$ cat src/rtl/psqe_alu.sv
// ----------------------------------------------------------------------------
// psqe_alu - shared add and limit-compare unit
// Forms a + b + cin for the index and square updates, and flags a > limit.
// ----------------------------------------------------------------------------
module psqe_alu #(
	parameter int unsigned KW = 18,
	parameter int unsigned LW = 16
) (
	input  logic [KW-1:0] a,
	input  logic [KW-1:0] b,
	input  logic          cin,
	input  logic [LW-1:0] lim,
	output logic [KW-1:0] sum,
	output logic          a_gt_lim
);

	// Single adder shared by the index and square updates
	assign sum = a + b + KW'(cin);

	// Bound test against the effective limit
	assign a_gt_lim = (a > KW'(lim));

endmodule

$ cat config.mk
export PLATFORM = sky130hd
export DESIGN_NAME = psqe_alu
export DESIGN_NICKNAME = d
export VERILOG_FILES = /design/src/rtl/psqe_alu.sv
export SDC_FILE = /design/constraint.sdc
export NUM_CORES = 1
export LEC_CHECK = 0
export ABC_CLOCK_PERIOD_IN_PS = 4080
export BUFFER_PORTS_ARGS = -buffer_cell sky130_fd_sc_hd__buf_2
export CAP_MARGIN = 10
export CORE_AREA = 2 2 55 57
export DETAILED_ROUTE_END_ITERATION = 8
export DIE_AREA = 0 0 57 59
export PLACE_DENSITY = 0.95
export SLEW_MARGIN = 15
export SYNTH_ARGS = -nofsm -noshare
export SYNTH_HDL_FRONTEND = slang
export SYNTH_SLANG_ARGS = --single-unit
$ cat constraint.sdc
create_clock -name vclk -period 4.08
set_input_delay 0.816 -clock vclk [all_inputs]
set_output_delay 0.816 -clock vclk [all_outputs]
set_load 0.02 [all_outputs]
Word-level counts from Yosys, hierarchy flattened --
Cells that the tools add are included.
Storage, ports and cells: register bits 0, bits of input ports 53, logic and storage cells 3
Cells by class: add/subtract/negate cells 2, magnitude comparators 1
Operators with widths (number):
- adder 18 x 1 -> 18 bit | 1
- adder 18 bit | 1
- > comparator 18 x 16 -> 1 bit | 1

Depth between registers and ports, before layout --
depth in word-level cells 2, depth in mapped cells 8, mapped depth without buffers 8

Worst setup path after synthesis --
OpenSTA, ideal clock, no wires.
path kind input port to output port, start point in a[0], end point out sum[16], arrival time 2766 ps, data required time 3264 ps, path slack 498 ps, stages on the path 8, path buffers 0, cell sequence inv_1 > fa_1 > fa_1 > nand2b_1 > a21oi_1 > o31ai_1 > o21ai_0 > xor2_1
On the way: longest elaborated chain between the ends 2
RTL lines:
- start: declaration | line 9 | input logic [KW-1:0] a,
- adder 18 bit | line 18 | assign sum = a + b + KW'(cin);
- adder 18 x 1 -> 18 bit | line 18
- end: declaration | line 13 | output logic [KW-1:0] sum,
No other way between the ends.

Worst setup path in the final report --
Ends and elaborated chain as after synthesis.

==> key figures <==
STA
  – Max Freq: 0.263 GHz
  – Slew @ Worst Pin: 0.388 ns
  – Fin. max-slew vios: 0
  – Final hold viol count: 0
  – RSZ-0062 raised after global routing: false
  – Setup_tns: 0 ns
  – Worst hold margin: roughly 2.1 ns
  – Final setup viols: 0
  – Tcrit/Tclk final: 0.932
  – Rel. slew slack: 0.739
  – Fin crit period: ~3.8 ns

Cells and area
  – Final cell count without fillers: 292
  – Synthesis-to-finish area growth: 28.1%
  – Ratio of cells with drive above 1 in the final layout: 0.314
  – Reg area: 0 um2
  – Nets: 350
  – Clock buf count: 0
  – Sequential cells: 0
  – Diode count: 0

Place
  – # port buffers: 72
  – DPL Wire Length: 3.25 mm
  – Routability cong.: 0.816
  – Post-Place Cells: 292

Pwr
  – Power per Cell Area: 174 mW/mm2
  – Leakage power: 0.000998 uW
  – Total Power: 309 uW
  – Peak supply drop: ~0.00010 V

Hold path
  – Hold_sp: b[16]
  – Hold WC Path Type: primary input to primary output
  – Hold path depth: 4
  – Worst hold endpoint: sum[16]

Setup path
  – Family with the most delay on the worst path: adder cells
  – CP max FO: 3
  – Worst Path Required: roughly 3.3 ns
  – CP arrival: 2.99 ns
  – Setup crit start kind: primary input
  – Highest-delay cell along the critical path: fa_1
  – Worst Path Buf+Inv: 3
  – Crit path largest cell delay: 0.49 ns
  – Worst setup path class: primary input to primary output
  – Worst-path cell chain: buf_2 > inv_1 > fa_1 > fa_1 > nand2b_1 > a21oi_1 > o31ai_1 > o21ai_0 > xor2_1 > buf_2
  – CP Capture Type: primary output

Route
  – Initial DRC Count: 52
  – Drt drc: 0
  – Routed vias: 1631
  – Antenna-violating nets left: 0
  – Wirelength, routed: about 3.6 mm
  – Vias per Instance: 5.59
  – Routed WL per cell: between 10 and 15 um
  – Router iterations before antenna repair: 4

Synth
  – Post-Syn Area: 0.00138 mm2
  – Post-synthesis simple-gate area fraction: 0.200
  – Post-synthesis cell type count: 45
  – Main area contributors after synthesis: ha_1 (29%), a21oi_1 (6.9%), inv_1 (6.8%), xor2_1 (5.1%), nand2_1 (3.8%)
  – Mapped Avg Cell Area: 7.24 um2
  – Largest family of logic cells by synthesized area: adder cells
  – Synth Warn #: 0
  – Cell with the most instances after synthesis: ha_1
  – Syn Nets: 278
  – Top cell type by total area after synthesis: ha_1
  – Compound-gate portion of the synthesized area: 0.317
  – Post-synthesis sequential area ratio: 0
  – Synth Area in Adders: 0.319
  – Synth cell count leaders: ha_1 (32), inv_1 (25), a21oi_1 (19)
  – Xor and xnor fraction of the mapped netlist area: 0.0824
  – Mux cell area share after synthesis: 0.00724
  – Synth Instances: 191
  – Top cell type's share of synthesized area: 0.290

Floorplan
  – Core Footprint: 0.00271 mm2
  – Placement Rows: 19
  – Starting Density: 0.510
  – Number of top-level pins: a little over 70
  – Die area: 0.00336 mm2
  – Die width: 57 um
  – Die height: 59 um

Global route
  – First-pass GRT wire length: 5.66 mm
  – Vias in the first global route: 1431
  – GRT Overall Usage: 0.203
  – Global route overflow: 0
  – Initial antenna violation count: 0
  – Largest net degree at the start of global routing: 9

CTS
  – Post-CTS setup buffers: 0
  – Post-CTS sizing: 0
  – Hold_buf cts: 0

Run
  – MaxCap Viol Count: 0

Outcome
  – Status: finished clean
==> stage by stage <==
step           worst slack, ns  instance area [um2]  utilization
5_1_grt                  0.134                 1770        0.654
3_5_place_dp             0.307                 1770        0.654
2_1_floorplan            0.498                 1380            -
3_3_place_gp             0.313                 1770        0.654
6_report                 0.279                 1770        0.654
4_1_cts                  0.305                 1770        0.654
==> routing by layer <==
layer	routed length, um	up-vias	track usage	share of wire
li1	-	841	-	-
met1	1660	725	0.268	0.46
met2	1740	58	0.376	0.48
met3	167	7	0.00437	0.046
met4	63	0	0.0332	0.017
met5	0	-	0	0
==> logic make-up (layout without fill, tap and decap cells) <==
| group | count (synthesis) | after routing |
|---|---|---|
| xor gates and xnor gates | 13 | 13 |
| adders and majority gates | 34 | 34 |
| AOI/OAI and AO/OA | 64 | 64 |
| buffers and inverters | 27 | 97 |
| muxes | 1 | 1 |
| and+or+nand+nor | 52 | 52 |
==> cell type report <==
class | instances | area, um2
Multi-Input combinational cell | 164 | 1280
Timing Repair Buffer | 72 | 360
Fill cell | 239 | 938
Tap cell | 31 | 38.8
Inverter | 25 | 93.8
==> report_power, final <==
group	switching, uW	total, uW	internal (uW)
combinational	180	309	129
clock	0	0	0
sequential	0	0	0
==> how the worst max path moves through the flow <==
stage / endpoint / from / cells past startpoint / slack [ns]
floorplan: sum[16] / a[0] / 8 / 0.50
global placement: sum[16] / a[0] / 10 / 0.31
detailed placement: sum[16] / a[0] / 10 / 0.31
CTS: sum[16] / a[0] / 10 / 0.30
global route: sum[16] / a[0] / 10 / 0.13
finish: sum[16] / a[0] / 10 / 0.28
==> cell usage in the layout (no fill, tap or decap), drive strengths merged, types with 2 or more instances in the layout <==
cell     Yosys  final
a31oi        2      2
o31a         2      2
nor3         3      3
and3         2      2
o21ai       10     10
inv         25     25
xnor2        5      5
or2          3      3
a2bb2oi      2      2
o21a         7      7
nand4        3      3
o21bai       2      2
ha          32     32
nand2b       3      3
nor4         4      4
a21oi       20     20
nand3        2      2
o31ai        2      2
a21o         6      6
nor2        13     13
xor2         8      8
fa           2      2
buf          2     72
nand2       14     14
o211ai       2      2
nor2b        2      2
Power figures use the tool's default switching activity.
